[config.mk]
export PLATFORM = sky130hd
export DESIGN_NAME = boot_slot_selector_core
export DESIGN_NICKNAME = d
export VERILOG_FILES = /design/src/rtl/bss_pkg.sv /design/src/rtl/boot_slot_selector_core.sv /design/src/rtl/bss_front.sv /design/src/rtl/bss_queue.sv /design/src/rtl/bss_back.sv
export SDC_FILE = /design/constraint.sdc
export NUM_CORES = 1
export LEC_CHECK = 0
export BUFFER_PORTS_ARGS = -buffer_cell sky130_fd_sc_hd__buf_2
export CORE_UTILIZATION = 60
export CTS_BUF_LIST = sky130_fd_sc_hd__clkbuf_4
export DETAILED_ROUTE_END_ITERATION = 8
export MAX_ROUTING_LAYER = met4
export PLACE_DENSITY = 0.81
export SYNTH_ARGS = -nofsm -noshare
export SYNTH_HDL_FRONTEND = slang
export SYNTH_SLANG_ARGS = --single-unit
[constraint.sdc]
create_clock -name i_clk -period 3.8 [get_ports i_clk]
set_input_delay 0.19 -clock i_clk [delete_from_list [all_inputs] [get_ports i_clk]]
set_output_delay 0.19 -clock i_clk [all_outputs]
set_load 0.01 [all_outputs]
[src/rtl/bss_pkg.sv]
// bss_pkg: shared types and constants for the boot slot selector
// holds the queue item format and the field codes; no dependencies
`timescale 1ns / 1ps

package bss_pkg;

    // field widths fixed by the descriptor format
    localparam int ADDR_W       = 32;
    localparam int EPOCH_W      = 32;
    localparam int SLOT_FIELD_W = 8;
    localparam int ATT_W        = 8;
    localparam int STATE_W      = 2;

    // slot lifecycle codes
    localparam logic [STATE_W-1:0] STATE_TRIAL     = 2'd1;
    localparam logic [STATE_W-1:0] STATE_CONFIRMED = 2'd2;

    // result codes
    localparam logic STATUS_SELECTED = 1'b0;
    localparam logic STATUS_NO_IMAGE = 1'b1;
    localparam logic REASON_TRIAL     = 1'b0;
    localparam logic REASON_CONFIRMED = 1'b1;

    // classified descriptor as it travels from front to back
    typedef struct packed {
        logic                    last;
        logic                    trial_ok;
        logic                    conf_ok;
        logic [EPOCH_W-1:0]      epoch;
        logic [SLOT_FIELD_W-1:0] slot;
        logic [ADDR_W-1:0]       entry;
    } t_item;

    // queue occupancy flags seen by the input handshake and the back
    typedef struct packed {
        logic full;
        logic empty;
    } t_q_status;

endpackage

[src/rtl/boot_slot_selector_core.sv]
// boot_slot_selector_core: top level of the boot slot selector
// instantiates bss_front, bss_queue and bss_back; depends on bss_pkg
//
//   channel   | direction | beat carries
//   s_axis    | in        | one slot descriptor, tlast marks the final slot
//   m_axis    | out       | one selection result per list
//   cfg       | in        | minimum security epoch
//
// one descriptor per cycle sustained while the queue has room; the front classifies
// in the accept cycle and the back folds the queue head into the bests as it pops it.
// a result is captured in an output register when the back pops the last descriptor;
// only an unserved result stalls the back, and a two-entry queue keeps the input
// side moving meanwhile. synchronous active-low reset clears the bests, the queue
// and the epoch register; no clearing pass is needed.
`timescale 1ns / 1ps

module boot_slot_selector_core #(
    parameter int SLOT_ID_WIDTH = 8
) (
    input  logic                         i_clk,
    input  logic                         i_rst_n,
    input  logic                         i_s_axis_tvalid,
    output logic                         o_s_axis_tready,
    input  logic [159:0]                 i_s_axis_tdata,  // is_authenticated, image_base_addr,
                                                          // image_length, entry_addr,
                                                          // slot_epoch, attempts_used,
                                                          // attempts_allowed, slot_number, pad
    input  logic [bss_pkg::STATE_W-1:0]  i_s_axis_tuser,  // slot_state
    input  logic                         i_s_axis_tlast,  // is_last
    output logic                         o_m_axis_tvalid,
    input  logic                         i_m_axis_tready,
    output logic [39:0]                  o_m_axis_tdata,  // chosen_slot, chosen_entry
    output logic [1:0]                   o_m_axis_tuser,  // status, choice_reason
    input  logic                         i_cfg_valid,
    output logic                         o_cfg_ready,
    input  logic [bss_pkg::EPOCH_W-1:0]  i_cfg_data
);
    import bss_pkg::*;

    logic [EPOCH_W-1:0]      r_min_epoch;
    t_item                   w_front_item;
    t_item                   w_head_item;
    t_q_status               w_q_status;
    logic                    w_pop;
    logic                    w_status;
    logic                    w_reason;
    logic [SLOT_FIELD_W-1:0] w_slot;
    logic [ADDR_W-1:0]       w_entry;

    // configuration register
    assign o_cfg_ready = 1'b1;
    always_ff @(posedge i_clk) begin
        if (!i_rst_n) begin
            r_min_epoch <= '0;
        end else if (i_cfg_valid) begin
            r_min_epoch <= i_cfg_data;
        end
    end

    // front: unpack and classify
    bss_front #(
        .SLOT_ID_WIDTH (SLOT_ID_WIDTH)
    ) u_front (
        .i_tdata     (i_s_axis_tdata),
        .i_tuser     (i_s_axis_tuser),
        .i_tlast     (i_s_axis_tlast),
        .i_min_epoch (r_min_epoch),
        .o_item      (w_front_item)
    );

    // queue between front and back
    assign o_s_axis_tready = !w_q_status.full;
    bss_queue u_queue (
        .i_clk    (i_clk),
        .i_rst_n  (i_rst_n),
        .i_push   (i_s_axis_tvalid),
        .i_item   (w_front_item),
        .i_pop    (w_pop),
        .o_item   (w_head_item),
        .o_status (w_q_status)
    );

    // back: running bests and result
    bss_back u_back (
        .i_clk      (i_clk),
        .i_rst_n    (i_rst_n),
        .i_item     (w_head_item),
        .i_q_status (w_q_status),
        .o_pop      (w_pop),
        .o_valid    (o_m_axis_tvalid),
        .i_ready    (i_m_axis_tready),
        .o_status   (w_status),
        .o_reason   (w_reason),
        .o_slot     (w_slot),
        .o_entry    (w_entry)
    );

    // result packing
    assign o_m_axis_tdata = {w_entry, w_slot};
    assign o_m_axis_tuser = {w_reason, w_status};

endmodule

[src/rtl/bss_front.sv]
// bss_front: unpacks a descriptor beat and classifies it as trial or confirmed candidate
// depends on bss_pkg
`timescale 1ns / 1ps

module bss_front #(
    parameter int SLOT_ID_WIDTH = 8
) (
    input  logic [159:0]                 i_tdata,  // auth, base, length, entry, epoch,
                                                   // used, allowed, slot, zero pad
    input  logic [bss_pkg::STATE_W-1:0]  i_tuser,  // slot_state
    input  logic                         i_tlast,  // is_last
    input  logic [bss_pkg::EPOCH_W-1:0]  i_min_epoch,
    output bss_pkg::t_item               o_item
);
    import bss_pkg::*;

    localparam int SW = (SLOT_ID_WIDTH < SLOT_FIELD_W) ? SLOT_ID_WIDTH : SLOT_FIELD_W;
    localparam logic [SLOT_FIELD_W-1:0] SLOT_MASK =
        SLOT_FIELD_W'((64'd1 << SW) - 64'd1);

    logic                    w_auth;
    logic [ADDR_W-1:0]       w_base;
    logic [ADDR_W-1:0]       w_len;
    logic [ADDR_W-1:0]       w_entry;
    logic [EPOCH_W-1:0]      w_epoch;
    logic [ATT_W-1:0]        w_used;
    logic [ATT_W-1:0]        w_allowed;
    logic [SLOT_FIELD_W-1:0] w_slot;
    logic                    w_usable;

    // field unpacking, lowest bit first
    assign w_auth    = i_tdata[0];
    assign w_base    = i_tdata[32:1];
    assign w_len     = i_tdata[64:33];
    assign w_entry   = i_tdata[96:65];
    assign w_epoch   = i_tdata[128:97];
    assign w_used    = i_tdata[136:129];
    assign w_allowed = i_tdata[144:137];
    assign w_slot    = i_tdata[152:145] & SLOT_MASK;

    // common eligibility
    assign w_usable = w_auth && (w_base != '0) && (w_len != '0) && (w_entry != '0)
                      && (w_epoch >= i_min_epoch);

    // classification into the queue item
    always_comb begin
        o_item.last     = i_tlast;
        o_item.trial_ok = w_usable && (i_tuser == STATE_TRIAL) && (w_used < w_allowed);
        o_item.conf_ok  = w_usable && (i_tuser == STATE_CONFIRMED);
        o_item.epoch    = w_epoch;
        o_item.slot     = w_slot;
        o_item.entry    = w_entry;
    end

endmodule

[src/rtl/bss_queue.sv]
// bss_queue: two-entry queue of classified descriptors between front and back
// depends on bss_pkg
`timescale 1ns / 1ps

module bss_queue (
    input  logic                i_clk,
    input  logic                i_rst_n,
    input  logic                i_push,
    input  bss_pkg::t_item      i_item,
    input  logic                i_pop,
    output bss_pkg::t_item      o_item,
    output bss_pkg::t_q_status  o_status
);
    import bss_pkg::*;

    t_item      r_mem [2];
    logic       r_wr_ptr;
    logic       r_rd_ptr;
    logic [1:0] r_count;
    logic       n_wr_ptr;
    logic       n_rd_ptr;
    logic [1:0] n_count;
    logic       w_push;
    logic       w_pop;

    assign o_status.full  = (r_count == 2'd2);
    assign o_status.empty = (r_count == 2'd0);
    assign w_push = i_push && !o_status.full;
    assign w_pop  = i_pop && !o_status.empty;
    assign o_item = r_mem[r_rd_ptr];

    // pointer and count update
    always_comb begin
        n_wr_ptr = r_wr_ptr ^ w_push;
        n_rd_ptr = r_rd_ptr ^ w_pop;
        n_count  = r_count;
        if (w_push && !w_pop) begin
            n_count = r_count + 2'd1;
        end else if (w_pop && !w_push) begin
            n_count = r_count - 2'd1;
        end
    end

    always_ff @(posedge i_clk) begin
        if (!i_rst_n) begin
            r_wr_ptr <= 1'b0;
            r_rd_ptr <= 1'b0;
            r_count  <= 2'd0;
        end else begin
            r_wr_ptr <= n_wr_ptr;
            r_rd_ptr <= n_rd_ptr;
            r_count  <= n_count;
        end
    end

    // entry storage
    always_ff @(posedge i_clk) begin
        if (w_push) begin
            r_mem[r_wr_ptr] <= i_item;
        end
    end

endmodule

[src/rtl/bss_back.sv]
// bss_back: keeps the running best trial and confirmed slots and forms the result
// depends on bss_pkg
`timescale 1ns / 1ps

module bss_back (
    input  logic                                i_clk,
    input  logic                                i_rst_n,
    input  bss_pkg::t_item                      i_item,
    input  bss_pkg::t_q_status                  i_q_status,
    output logic                                o_pop,
    output logic                                o_valid,
    input  logic                                i_ready,
    output logic                                o_status,
    output logic                                o_reason,
    output logic [bss_pkg::SLOT_FIELD_W-1:0]    o_slot,
    output logic [bss_pkg::ADDR_W-1:0]          o_entry
);
    import bss_pkg::*;

    // running bests
    logic                    r_tf, n_tf;
    logic [EPOCH_W-1:0]      r_te, n_te;
    logic [SLOT_FIELD_W-1:0] r_ts, n_ts;
    logic [ADDR_W-1:0]       r_tn, n_tn;
    logic                    r_cf, n_cf;
    logic [EPOCH_W-1:0]      r_ce, n_ce;
    logic [SLOT_FIELD_W-1:0] r_cs, n_cs;
    logic [ADDR_W-1:0]       r_cn, n_cn;

    // output register
    logic                    r_out_valid, n_out_valid;
    logic                    r_status, n_status;
    logic                    r_reason, n_reason;
    logic [SLOT_FIELD_W-1:0] r_slot, n_slot;
    logic [ADDR_W-1:0]       r_entry, n_entry;

    logic w_head;
    logic w_out_free;
    logic w_t_take;
    logic w_c_take;
    logic w_emit;

    assign w_head     = !i_q_status.empty;
    assign w_out_free = !r_out_valid || i_ready;
    assign o_pop      = w_head && (!i_item.last || w_out_free);
    assign w_emit     = o_pop && i_item.last;

    // candidate beats held best
    assign w_t_take = i_item.trial_ok && (!r_tf || (i_item.epoch > r_te)
                      || ((i_item.epoch == r_te) && (i_item.slot < r_ts)));
    assign w_c_take = i_item.conf_ok && (!r_cf || (i_item.epoch > r_ce)
                      || ((i_item.epoch == r_ce) && (i_item.slot < r_cs)));

    // best update, result pick and clear after the last beat
    always_comb begin
        n_tf = r_tf; n_te = r_te; n_ts = r_ts; n_tn = r_tn;
        n_cf = r_cf; n_ce = r_ce; n_cs = r_cs; n_cn = r_cn;
        n_out_valid = r_out_valid && !i_ready;
        n_status = r_status;
        n_reason = r_reason;
        n_slot   = r_slot;
        n_entry  = r_entry;
        if (o_pop) begin
            if (w_t_take) begin
                n_tf = 1'b1; n_te = i_item.epoch; n_ts = i_item.slot; n_tn = i_item.entry;
            end
            if (w_c_take) begin
                n_cf = 1'b1; n_ce = i_item.epoch; n_cs = i_item.slot; n_cn = i_item.entry;
            end
        end
        if (w_emit) begin
            n_out_valid = 1'b1;
            if (n_tf) begin
                n_status = STATUS_SELECTED; n_reason = REASON_TRIAL;
                n_slot   = n_ts;            n_entry  = n_tn;
            end else if (n_cf) begin
                n_status = STATUS_SELECTED; n_reason = REASON_CONFIRMED;
                n_slot   = n_cs;            n_entry  = n_cn;
            end else begin
                n_status = STATUS_NO_IMAGE; n_reason = REASON_TRIAL;
                n_slot   = '0;              n_entry  = '0;
            end
            n_tf = 1'b0; n_te = '0; n_ts = '0; n_tn = '0;
            n_cf = 1'b0; n_ce = '0; n_cs = '0; n_cn = '0;
        end
    end

    always_ff @(posedge i_clk) begin
        if (!i_rst_n) begin
            r_tf <= 1'b0; r_te <= '0; r_ts <= '0; r_tn <= '0;
            r_cf <= 1'b0; r_ce <= '0; r_cs <= '0; r_cn <= '0;
            r_out_valid <= 1'b0;
        end else begin
            r_tf <= n_tf; r_te <= n_te; r_ts <= n_ts; r_tn <= n_tn;
            r_cf <= n_cf; r_ce <= n_ce; r_cs <= n_cs; r_cn <= n_cn;
            r_out_valid <= n_out_valid;
        end
    end

    // result payload
    always_ff @(posedge i_clk) begin
        r_status <= n_status;
        r_reason <= n_reason;
        r_slot   <= n_slot;
        r_entry  <= n_entry;
    end

    assign o_valid  = r_out_valid;
    assign o_status = r_status;
    assign o_reason = r_reason;
    assign o_slot   = r_slot;
    assign o_entry  = r_entry;

endmodule
# == Word-level counts from Yosys, hierarchy flattened ==
# Memories as Yosys holds them, arrays and structs flattened. A register that Yosys moved wholly into a read port is not among the register bits.
# Index checks and enable logic that the tools add are counted.
# word_totals
register_bits,225
ramBits,150
input_bits,200
mem_count,1
# memory_table
name,depth,width,rd,rd_ports_with_merged_regs,write_ports,line_no,source
u_queue.r_mem,2,75,1,1,1,bss_queue.sv:16,t_item r_mem [2];
# classes
n_addsub,2
order_cmp,6
eq_ne,5
muxes,24
bitwise_logic,3
n_reduce_logical,41
# ops
op,count
32-bit 2-to-1 mux,6
32-bit nonzero test,3
32-bit equality test,2
32-bit > comparator,2
8-bit 2-to-1 mux,6
32-bit >= comparator,1
8-bit less-than comparator,3
1-bit logical AND,18
1-bit 2-to-1 mux,10
1-bit zero test,9
1-bit logical OR,6
"2-bit equality test, second input constant",2
2-bit 2-to-1 mux,2
2-bit AND reduction,2
"2-bit by 1-bit adder with 2-bit output, second input constant",1
"2-bit by 1-bit equality test with 1-bit output, second input constant",1
2-bit zero test,1
2-bit nonzero test,1
2-bit OR reduction,1
"2-bit by 1-bit subtractor with 2-bit output, second input constant",1
1-bit XOR,2
1-bit inverter,1

# == Longest topological paths before layout ==
# Gate-level depths: netlist of the first run.
# logic_depth
depth_word,8
depth_mapped,13

# == Cells and area by module ==
# A second synthesis of the first run with hierarchy kept.
# unflattened
cells_unflattened,1598
area_unflattened_um2,18413.9
# modules_own_cells
mod,n_inst,cells_each,area_each_um2,seq_area_each_um2
bss_back,1,990,9680.5,4204.0
bss_queue,1,256,5655.4,4604.4
bss_front,1,244,1804.2,0.0
boot_slot_selector_core,1,108,1273.7,640.6

# == Least setup slack after synthesis of the first run ==
# OpenSTA, ideal clock, no wires.
# synth_timing
path_type,register -> register
startpoint,register with a tool-made name
endpoint,"register u_back.r_entry[20], in the netlist u_back.o_entry[20] (data pin)"
setup_ps,265
arrival_time_ps,3232
t_required_ps,3535
slack_ps,303
stages_incl_launch_ff,14
n_path_buf,4
period_less_slack_ps,3497
path_cell_list,dfxtp_1 -> buf_4 -> clkbuf_1 -> mux2_2 -> ha_1 -> nand4_2 -> nor4_2 -> nand2_1 -> o31a_1 -> o211ai_2 -> buf_6 -> buf_6 -> mux2i_1 -> o221ai_2
# synth_lines
item,line_no,source
to (signal assigned),bss_back.sv:105,r_entry <= n_entry;
to (decl),bss_back.sv:35,"logic [ADDR_W-1:0] r_entry, n_entry;"

==> results of run 1 <==
kinds of logic (layout without fill, tap and decap cells):
| family | Yosys count | count (layout) |
|---|---|---|
| DFF | 376 | 376 |
| AOI/OAI and AO/OA | 258 | 258 |
| and+or+nand+nor | 376 | 376 |
| adders and majority gates | 120 | 120 |
| buffers and inverters | 206 | 668 |
| muxes | 178 | 178 |
| other | 1 | 3 |
| xor gates and xnor gates | 3 | 3 |
power groups by stage:
stage                     clock network, mW  logic [mW]  registers, mW
final                                  3.49        6.02           5.72
after global routing                   3.79        6.60           5.81
after CTS                              3.56        5.96           5.71
after detailed placement                  0        5.83           5.80
after global placement                    0        5.60           5.76
after floorplan                           0        4.28           5.75
placed cells by master, fill, tap and decap left out, types with 19 or more instances in the layout:
master / netlist / routed
clkbuf_4: 0 / 149
o21ai_0: 20 / 19
mux2i_1: 106 / 105
dlygate4sd3_1: 0 / 110
o21ai_1: 41 / 41
o221ai_2: 29 / 29
nor3_1: 65 / 65
nand3_1: 46 / 46
buf_2: 11 / 236
nand2_1: 54 / 54
nor2_1: 90 / 89
dfxtp_1: 184 / 183
edfxtp_1: 192 / 192
nand4_1: 21 / 21
clkinv_1: 0 / 20
nor2b_1: 40 / 40
inv_1: 119 / 119
nor4_1: 25 / 24
a21oi_1: 107 / 107
mux2_2: 70 / 70
ha_1: 120 / 118
stage by stage:
stage / total power [mW] / setup TNS (ns) / hold WS [ns] / utilization, %
floorplan: 10.0 / 0 / 0.289 / -
global placement: 11.4 / 0 / 0.379 / 66.6
detailed placement: 11.6 / 0 / 0.383 / 66.6
CTS: 15.2 / 0 / 0.00643 / 74.9
global route: 16.2 / -0.0221 / 0.0420 / 75.0
finish: 15.2 / 0 / 0.0570 / 75.0
worst max-delay path by stage:
stage,startpoint,endpoint,slack [ns]
after floorplan,register,u_back.o_entry[20],0.30
after global placement,register,u_back.o_slot[3],0.24
after detailed placement,register,u_back.o_entry[14],0.16
after CTS,register,u_back.r_ce[16],0.15
after global routing,register,u_back.r_ce[13],-0.02
final,register,u_back.o_slot[3],0.16
per-layer routing:
layer | vias to the layer above | track usage (%) | wire length, um
met1 | 6416 | 35.8 | 17500
met5 | - | - | 0
met3 | 87 | 4.29 | 2320
met4 | 0 | 11.4 | 1120
li1 | 6383 | - | -
met2 | 523 | 48.0 | 20600
state kept, by name, indices dropped and copies added, names as in the netlist, 8 cells and up, named ones only:
name / cells
u_back.o_entry: 32
u_back.r_cn: 32
u_back.r_tn: 32
u_back.r_ts: 8
u_queue.r_mem: 150
u_back.o_slot: 8
u_back.r_ce: 32
u_back.r_cs: 8
u_back.r_te: 32
r_min_epoch: 32
area by class of cell:
type	count	area [um2]	area share, %
clock inverter	28	164	0.764
sequential	376	9450	44.1
tap	384	480	2.24
antenna	2	5.00	0.0233
clock buffer	149	1120	5.21
timing repair buffer	372	2590	12.1
inverter	119	447	2.08
multi-input combinational	936	7200	33.6
critical path, stage by stage (launching register included):
cell,delay [ns]
dfxtp_4,0.47
buf_12,0.20
buf_4,0.21
mux2_2,0.41
ha_1,0.33
and4_1,0.23
o21ai_0,0.08
a21oi_1,0.08
o31a_1,0.35
o211ai_4,0.24
buf_4,0.28
mux2i_1,0.28
o221ai_1,0.17
timing repair:
action	in CTS	in global routing
hold buffers	110	0
endpoints found under the setup margin	0	58
gates resized for setup	0	2
endpoints found under the hold margin	183	0
setup buffers	0	0
==> impl_metrics.env, run 1 <==
export IMPL_status="finished clean"
export IMPL_clock_sinks=376
export IMPL_r2r_cells=12
export IMPL_die_width_um=173
export IMPL_routed_via_density=5.67
export IMPL_grt_start_max_net_pins=103
export IMPL_port_buffers=236
export IMPL_drc=0
export IMPL_drt_iter0_markers=871
export IMPL_syn_inst=1518
export IMPL_initial_core_util_pct=61.0
export IMPL_layout_drive_gt1_share_pct=27.3
export IMPL_post_route_period_util_pct=95.8
export IMPL_slew_violations=0
export IMPL_routabilityCongestion=0.837
export IMPL_insertion_delay_ns=0.75
export IMPL_rsz0062_at_grt="yes"
export IMPL_synth_top_family_by_area="simple AND/OR/NAND/NOR gates"
export IMPL_dp_cells=2077
export IMPL_tightest_slew_ns=1.21
export IMPL_grt_pass1_wl_um=67800
export IMPL_slew_headroom_pct=19.6
export IMPL_p_sw_share_pct=36.5
export IMPL_syn_area_um2=17500
export IMPL_grt_total_usage_pct=29.0
export IMPL_core_um2=28600
export IMPL_fill_cells=1810
export IMPL_cap_violations=0
export IMPL_end_kind="register"
export IMPL_path_max_fanout=21
export IMPL_grt_overflow=0
export IMPL_routedWlPerCell_um=17.6
export IMPL_drtAntennaViolNets=0
export IMPL_yosys_top_cells_area="edfxtp_1 (33%), dfxtp_1 (21%), ha_1 (8.6%)"
export IMPL_synthesis_nets=1838
export IMPL_final_cell_area_um2=21500
export IMPL_synth_common_cells="edfxtp_1 (192), dfxtp_1 (184), ha_1 (120)"
export IMPL_hp_class="primary input to register"
export IMPL_hp_start="i_rst_n"
export IMPL_setup_viol=0
export IMPL_crit_arrival_ns=4.05
export IMPL_synth_edf_count=192
export IMPL_async_reset_ff_share_pct=0
export IMPL_max_freq_mhz=275
export IMPL_vias=13400
export IMPL_dpl_hpwl_um=24900
export IMPL_crit_type="register to register"
export IMPL_cts_buffers=94
export IMPL_cts_tree="done"
export IMPL_hold_depth=2
export IMPL_grt_pass1_vias=13800
export IMPL_die_h_um=173
export IMPL_antenna_found_initial=1
export IMPL_path_clk_slew_ns=0.07
export IMPL_synthToLayoutAreaGrowth_pct=22.9
export IMPL_ys_flop_type="edfxtp_1"
export IMPL_syn_area_per_cell_um2=11.5
export IMPL_pin_count=245
export IMPL_cp_required_ns=4.21
export IMPL_clockPowerShare_pct=22.9
export IMPL_synth_xor_area_share_pct=0.151
export IMPL_fin_nets=2219
export IMPL_r2r_end="u_back.o_slot[3]"
export IMPL_setup_slack_ns=0.159
export IMPL_rows=62
export IMPL_holdPathEnd="u_back.o_valid"
export IMPL_clk_path_buf_depth=3
export IMPL_htreeDepth=3
export IMPL_post_synth_top_count_cell="edfxtp_1"
export IMPL_clock_skew_ns=0.0663
export IMPL_power_leakage_nw=8.31
export IMPL_yosysTopAreaCell="edfxtp_1"
export IMPL_reg2reg_setup_slack_ns=0.16
export IMPL_peakVddDrop_mv=0.420
export IMPL_ys_seq_area_share_pct=54.1
export IMPL_power_switching_mw=5.56
export IMPL_finalNonFillerCells=2366
export IMPL_seqPwrFrac_pct=37.6
export IMPL_p_per_area_nw_per_um2=710
export IMPL_cts_root_buf="clkbuf_4"
export IMPL_yosys_warnings=0
export IMPL_synth_top_area_share_pct=33.0
export IMPL_setup_worst_path_start_class="register"
export IMPL_p_comb_share_pct=39.5
export IMPL_place_ws_ns=0.163
export IMPL_ys_types=66
export IMPL_min_period_ns=3.64
export IMPL_final_hold_violation_count=0
export IMPL_synth_fa_ha_area_share_pct=8.60
export IMPL_synthMuxAreaShare_pct=10.7
export IMPL_ys_ff_latch=376
export IMPL_yosys_area_share_simple_pct=11.0
export IMPL_wirelength_um=41600
export IMPL_synth_compound_area_share_pct=10.4
export IMPL_die_area_um2=29800
export IMPL_internal_power_mw=9.68
export IMPL_drt_first_pass_iters=5
export IMPL_placed_area_um2=19100
Power figures use the tool's default switching activity.
==> run 2: changes to the inputs <==
--- a/config.mk
+++ b/config.mk
@@ -6,7 +6,9 @@
 export NUM_CORES = 1
 export LEC_CHECK = 0
 export BUFFER_PORTS_ARGS = -buffer_cell sky130_fd_sc_hd__buf_2
-export CORE_UTILIZATION = 60
+export CELL_PAD_IN_SITES_DETAIL_PLACEMENT = 0
+export CELL_PAD_IN_SITES_GLOBAL_PLACEMENT = 1
+export CORE_UTILIZATION = 48
 export CTS_BUF_LIST = sky130_fd_sc_hd__clkbuf_4
 export DETAILED_ROUTE_END_ITERATION = 8
 export MAX_ROUTING_LAYER = met4
==> run 2 against run 1 <==
  * The flow now finishes with violations (design-rule violations)
  * Global-route usage down 5.2 points
  * Routed wire length is 2.5% higher
  * Clock power is 4% higher
  * Sequential power about the same
  * Setup slack got worse by 0.044 ns
  * Hold slack gained 0.034 ns
  * Largest power group unchanged
  * Highest routed layer unchanged
  * Clock-buffer cell count up 7
  * First-iteration DRC count is 25% lower
  * Flip-flop and latch count did not move
  * Cell count is 4.0% higher
  * Combinational power grew 4.0%
==> impl_metrics.env, run 2 (synthesis results as in run 1) <==
export IMPL_status="finished, violations left"
export IMPL_violations="design-rule violations"
export IMPL_setup_viol=0
export IMPL_crit_top_cell="buf_12"
export IMPL_pin_count=245
export IMPL_top_register="u_queue.r_mem"
export IMPL_rows=69
export IMPL_cp_cell_sequence="buf_12 > mux2_2 > ha_1 > nand4_1 > nor4_4 > nand2_1 > o31a_1 > o211ai_4 > buf_12 > clkbuf_16 > mux2i_1 > o221ai_2"
export IMPL_grt_pass1_vias=13600
export IMPL_layout_drive_gt1_share_pct=28.1
export IMPL_routed_via_density=5.34
export IMPL_p_comb_share_pct=40.2
export IMPL_fill_cells=2915
export IMPL_path_clk_slew_ns=0.07
export IMPL_drtAntennaViolNets=0
export IMPL_cp_slowest_cell="dfxtp_4"
export IMPL_grt_overflow=0
export IMPL_grt_pass1_wl_um=67800
export IMPL_path_max_fanout=25
export IMPL_max_freq_mhz=271
export IMPL_drt_iter0_markers=655
export IMPL_seqPwrFrac_pct=36.6
export IMPL_insertion_delay_ns=0.75
export IMPL_fin_nets=2237
export IMPL_die_width_um=193
export IMPL_largest_register_ffs=150
export IMPL_final_cell_area_um2=21800
export IMPL_synthToLayoutAreaGrowth_pct=25.1
export IMPL_slew_violations=0
export IMPL_die_h_um=193
export IMPL_tightest_slew_ns=0.917
export IMPL_internal_power_mw=9.95
export IMPL_dp_cells=2155
export IMPL_vias=13100
export IMPL_clock_skew_ns=0.0593
export IMPL_finalNonFillerCells=2460
export IMPL_p_sw_share_pct=36.1
export IMPL_drt_first_pass_iters=7
export IMPL_setup_slack_ns=0.116
export IMPL_crit_type="register to register"
export IMPL_htreeDepth=3
export IMPL_hold_slack_ns=0.0907
export IMPL_critPathMaxStageDelay_ns=0.41
export IMPL_min_period_ns=3.68
export IMPL_setup_worst_path_start_class="register"
export IMPL_slew_headroom_pct=38.9
export IMPL_crit_arrival_ns=4.16
export IMPL_critPathTopFamily="simple AND/OR/NAND/NOR gates"
export IMPL_clockPowerShare_pct=23.2
export IMPL_port_buffers=236
export IMPL_antenna_found_initial=1
export IMPL_p_per_area_nw_per_um2=713
export IMPL_placed_area_um2=19200
export IMPL_cts_root_buf="clkbuf_4"
export IMPL_clock_sinks=376
export IMPL_peakVddDrop_mv=0.398
export IMPL_grt_start_max_net_pins=76
export IMPL_dpl_hpwl_um=26300
export IMPL_wirelength_um=42600
export IMPL_end_kind="register"
export IMPL_grt_total_usage_pct=23.8
export IMPL_hp_class="primary input to register"
export IMPL_multi_input_area_um2=7230
export IMPL_core_um2=35700
export IMPL_drc=26
export IMPL_die_area_um2=37100
export IMPL_power_switching_mw=5.62
export IMPL_routabilityCongestion=0.837
export IMPL_cap_violations=0
export IMPL_final_cell_mix="buf_2 (236), edfxtp_1 (192), dfxtp_1 (183)"
export IMPL_final_util_pct=61.2
export IMPL_final_hold_violation_count=0
export IMPL_seqCellArea_um2=9450
export IMPL_cts_buffers=97
export IMPL_cp_required_ns=4.27
export IMPL_post_route_period_util_pct=97.0
export IMPL_initial_core_util_pct=49.0
export IMPL_power_leakage_nw=8.45
export IMPL_place_ws_ns=0.0227
export IMPL_clk_path_buf_depth=3
export IMPL_mostFrequentLayoutCell="buf_2"
export IMPL_cts_tree="done"
export IMPL_critPathBufInv=3
export IMPL_routedWlPerCell_um=17.3
==> run 2: cell types whose count changed in the layout (fill, tap and decap cells not counted), moves of 3 or more <==
cell / delta
clkbuf_4: +7
buf_4: +6
buf_12: +4
clkinv_1: -4
dlygate4sd3_1: +3
==> run 2: final timing paths <==
kind | from | endpoint | slack (ns) | depth (start not counted)
max | register | u_back.o_entry[11] | 0.12 | 12
min | i_s_axis_tdata[135] | u_queue.r_mem[1][73] | 0.09 | 5
max reg2reg | register | u_back.o_entry[11] | 0.12 | 12
min reg2reg | u_back.r_tn[2] | u_back.r_tn[2] | 0.48 | 2
==> run 2: area by class of cell <==
class,instances,area share (%)
flip-flops and latches,376,43.3
multi-input cells,936,33.1
well taps,461,2.64
clock buffers,156,5.36
inverters,119,2.05
diodes,2,0.0229
repair buffers,387,12.8
clock inverters,23,0.699
==> run 2: metrics by stage <==
step           TNS (ns)  power (mW)
6_report              0        15.6
3_3_place_gp          0        11.6
3_5_place_dp          0        11.7
4_1_cts               0        15.5
2_1_floorplan         0        10.0
5_1_grt         -0.0591        16.7
==> run 2: power groups by stage <==
stage	registers, mW	clock network, mW	logic (mW)
after detailed placement	5.78	0	5.95
after global placement	5.76	0	5.81
after floorplan	5.75	0	4.28
final	5.69	3.62	6.26
after global routing	5.78	3.95	6.93
after CTS	5.70	3.72	6.07
==> run 2: metal layers <==
layer	up-vias	wire [um]	share of wire [%]	GRT usage [%]
met5	-	0	0	-
met4	0	881	2.1	8.57
met3	77	2250	5.3	3.98
met2	367	20700	49	39.6
met1	6275	18800	44	29.1
li1	6429	-	-	-
==> run 2: repair_timing <==
| action | 4_1_cts | 5_1_grt |
|---|---|---|
| hold buffers | 113 | 0 |
| resized for setup | 0 | 7 |
| buffers inserted | 0 | 9 |
| hold endpoints to repair | 184 | 0 |
| endpoints found under the setup margin | 0 | 66 |
==> run 2: worst register-to-register path: stages (launching register included) <==
cell       delay (ns)
dfxtp_4          0.41
buf_12           0.19
mux2_2           0.42
ha_1             0.31
nand4_1          0.24
nor4_4           0.36
nand2_1          0.16
o31a_1           0.31
o211ai_4         0.23
buf_12           0.14
clkbuf_16        0.23
mux2i_1          0.31
o221ai_2         0.12
==> run 3: changes to the inputs <==
--- a/config.mk
+++ b/config.mk
@@ -15,4 +15,5 @@
 export PLACE_DENSITY = 0.81
 export SYNTH_ARGS = -nofsm -noshare
 export SYNTH_HDL_FRONTEND = slang
+export SYNTH_HIERARCHICAL = 1
 export SYNTH_SLANG_ARGS = --single-unit
==> run 3 against run 2 <==
  * The flow now finishes without violations
  * Utilization down 1.4 points
  * Combinational power down 12%
  * Hold slack better by 0.029 ns
  * Via count up 1.0%
  * Clock-buffer cell count up 1
  * Power down 5.6%
  * Critical path depth unchanged
==> impl_metrics.env, run 3 <==
export IMPL_clk_path_buf_depth=3
export IMPL_synth_fa_ha_area_share_pct=8.15
export IMPL_drt_first_pass_iters=5
export IMPL_final_cell_mix="buf_2 (236), edfxtp_1 (192), dfxtp_1 (183)"
export IMPL_top_register="u_queue/r_mem"
export IMPL_status="finished clean"
export IMPL_yosys_area_share_simple_pct=11.1
export IMPL_met2_usage_pct=39.7
export IMPL_tns_ns=0
export IMPL_grt_pass1_vias=13800
export IMPL_clockPowerShare_pct=25.1
export IMPL_drc=0
export IMPL_port_buffers=236
export IMPL_routabilityCongestion=0.841
export IMPL_internal_power_mw=9.42
export IMPL_die_h_um=198
export IMPL_pin_count=245
export IMPL_grt_met1_usage_pct=27.6
export IMPL_final_cell_area_um2=22600
export IMPL_cp_required_ns=4.33
export IMPL_ys_ff_latch=376
export IMPL_core_um2=37700
export IMPL_p_per_area_nw_per_um2=652
export IMPL_layout_drive_gt1_share_pct=30.0
export IMPL_met3_usage_pct=4.46
export IMPL_cp_cell_sequence="buf_8 > mux2_2 > ha_1 > nand4_1 > and4bb_2 > and3_1 > a31oi_2 > o31ai_4 > buf_4 > buf_6 > mux2i_1 > o221ai_2"
export IMPL_p_comb_share_pct=37.6
export IMPL_cts_root_buf="clkbuf_4"
export IMPL_routedWlPerCell_um=17.2
export IMPL_placed_area_um2=19600
export IMPL_synth_top_family_by_area="simple AND/OR/NAND/NOR gates"
export IMPL_slew_headroom_pct=19.8
export IMPL_hp_class="primary input to register"
export IMPL_grt_busiest_layer="met2"
export IMPL_synth_xor_area_share_pct=0.143
export IMPL_insertion_delay_ns=0.81
export IMPL_synth_edf_count=192
export IMPL_power_switching_mw=5.28
export IMPL_cts_tree="done"
export IMPL_initial_core_util_pct=48.9
export IMPL_setup_worst_path_start_class="register"
export IMPL_place_ws_ns=0.0556
export IMPL_cap_violations=0
export IMPL_ys_types=71
export IMPL_end_kind="register"
export IMPL_synth_top_area_share_pct=31.3
export IMPL_largest_register_ffs=150
export IMPL_ys_flop_type="edfxtp_1"
export IMPL_p_sw_share_pct=35.9
export IMPL_syn_area_per_cell_um2=11.5
export IMPL_die_area_um2=39100
export IMPL_clock_skew_ns=0.0456
export IMPL_finalPower_mw=14.7
export IMPL_setup_slack_ns=0.165
export IMPL_drt_iter0_markers=674
export IMPL_htreeDepth=3
export IMPL_synthToLayoutAreaGrowth_pct=22.5
export IMPL_fin_nets=2279
export IMPL_path_clk_slew_ns=0.06
export IMPL_yosys_top_cells_area="edfxtp_1 (31%), dfxtp_1 (20%), ha_1 (8.2%)"
export IMPL_seqPwrFrac_pct=37.3
export IMPL_critPathTopFamily="simple AND/OR/NAND/NOR gates"
export IMPL_power_leakage_nw=9.02
export IMPL_mostFrequentLayoutCell="buf_2"
export IMPL_reg2reg_setup_slack_ns=0.16
export IMPL_grt_start_max_net_pins=76
export IMPL_grt_overflow=0
export IMPL_final_hold_violation_count=0
export IMPL_grt_total_usage_pct=23.3
export IMPL_path_max_fanout=17
export IMPL_grt_pass1_wl_um=69500
export IMPL_rows=71
export IMPL_synthMuxAreaShare_pct=10.2
export IMPL_syn_area_um2=18400
export IMPL_die_width_um=198
export IMPL_yosys_warnings=6
export IMPL_cts_buffers=100
export IMPL_antenna_found_initial=2
export IMPL_rsz0062_at_grt="no"
export IMPL_tightest_slew_ns=1.20
export IMPL_slew_violations=0
export IMPL_hold_slack_ns=0.119
export IMPL_cp_slowest_cell="dfxtp_4"
export IMPL_synthesis_nets=1918
export IMPL_yosysTopAreaCell="edfxtp_1"
export IMPL_drtAntennaViolNets=0
export IMPL_async_reset_ff_share_pct=0
export IMPL_crit_arrival_ns=4.17
export IMPL_ys_seq_area_share_pct=51.3
export IMPL_synth_common_cells="edfxtp_1 (192), dfxtp_1 (184), inv_1 (124)"
export IMPL_critPathBufInv=3
export IMPL_peakVddDrop_mv=0.397
export IMPL_syn_inst=1598
export IMPL_post_synth_top_count_cell="edfxtp_1"
export IMPL_min_period_ns=3.64
export IMPL_crit_type="register to register"
export IMPL_max_freq_mhz=275
export IMPL_clock_sinks=376
export IMPL_synth_compound_area_share_pct=10.7
export IMPL_vias=13300
export IMPL_routed_via_density=5.19
export IMPL_dpl_hpwl_um=27000
export IMPL_critPathMaxStageDelay_ns=0.50
export IMPL_post_route_period_util_pct=95.7
export IMPL_setup_viol=0
export IMPL_wirelength_um=44100
-- run 3: changes by cell type after synthesis, moves of 6 or more --
cell,change
buf_4,+64
nand2_1,+8
o221ai_1,-11
o21ai_0,+54
a21o_1,-6
o221ai_2,+9
o21ai_1,-27
buf_2,+11
clkbuf_1,-15
nand3_2,+37
buf_6,+9
nor3_1,-62
-- run 3: per-stage QoR --
stage | utilization, % | instances
2_1_floorplan | - | 1598
3_3_place_gp | 52.1 | 2214
3_5_place_dp | 52.1 | 2214
4_1_cts | 59.6 | 2551
5_1_grt | 59.9 | 2561
6_report | 59.9 | 2561
-- run 3: worst register-to-register path: cells and delay by family (launching register included) --
kind                     cells  cell delay [ns]
multiplexers                 2             0.74
adder cells (fa/ha/maj)      1             0.32
AND/OR/NAND/NOR              3             0.81
flip-flops                   1             0.50
buffers and inverters        3             0.64
AO/OA/AOI/OAI                3             0.38
-- run 3: worst paths after layout --
path	start	endpoint	cells past startpoint
hold / removal	i_s_axis_tdata[145]	u_queue/r_mem[0][32]	2
setup / recovery	register	u_back/o_entry[21]	12
setup reg to reg	register	u_back/o_entry[21]	12
hold reg to reg	u_back/r_te[4]	u_back/r_te[4]	2
-- run 3: kinds of logic (layout without fill, tap and decap cells) --
family / Yosys count / in the layout
AOI/OAI and AO/OA: 283 / 283
xor gates and xnor gates: 3 / 3
adders and majority gates: 120 / 120
buffers and inverters: 282 / 730
DFF: 376 / 376
muxes: 179 / 179
other: 1 / 4
and+or+nand+nor: 354 / 355
-- run 3: layout make-up --
type | count | area (um2)
fill | 3132 | 15100
sequential | 376 | 9450
multi-input combinational | 941 | 7530
timing repair buffer | 416 | 3090
clock buffer | 157 | 1180
tap | 511 | 639
inverter | 124 | 465
clock inverter | 33 | 185
antenna | 3 | 7.51
-- run 3: power groups by stage --
stage | clock network, mW | registers, mW | logic [mW]
final | 3.69 | 5.49 | 5.53
after detailed placement | 0 | 5.60 | 5.28
after global routing | 4.05 | 5.57 | 6.08
after global placement | 0 | 5.57 | 5.19
after CTS | 3.81 | 5.51 | 5.43
after floorplan | 0 | 5.54 | 3.76
-- run 3: what timing repair did --
item	CTS	global route
endpoints found under the hold margin	210	0
gates resized for setup	0	3
setup endpoints to repair	0	66
hold buffers	147	0
setup buffers	0	5
-- run 3: metal layers --
layer | vias up | share of wire (%) | wire length [um]
met2 | 360 | 49 | 21700
li1 | 6507 | - | -
met3 | 63 | 4.8 | 2100
met5 | - | 0 | 0
met1 | 6353 | 44 | 19400
met4 | 0 | 1.9 | 816
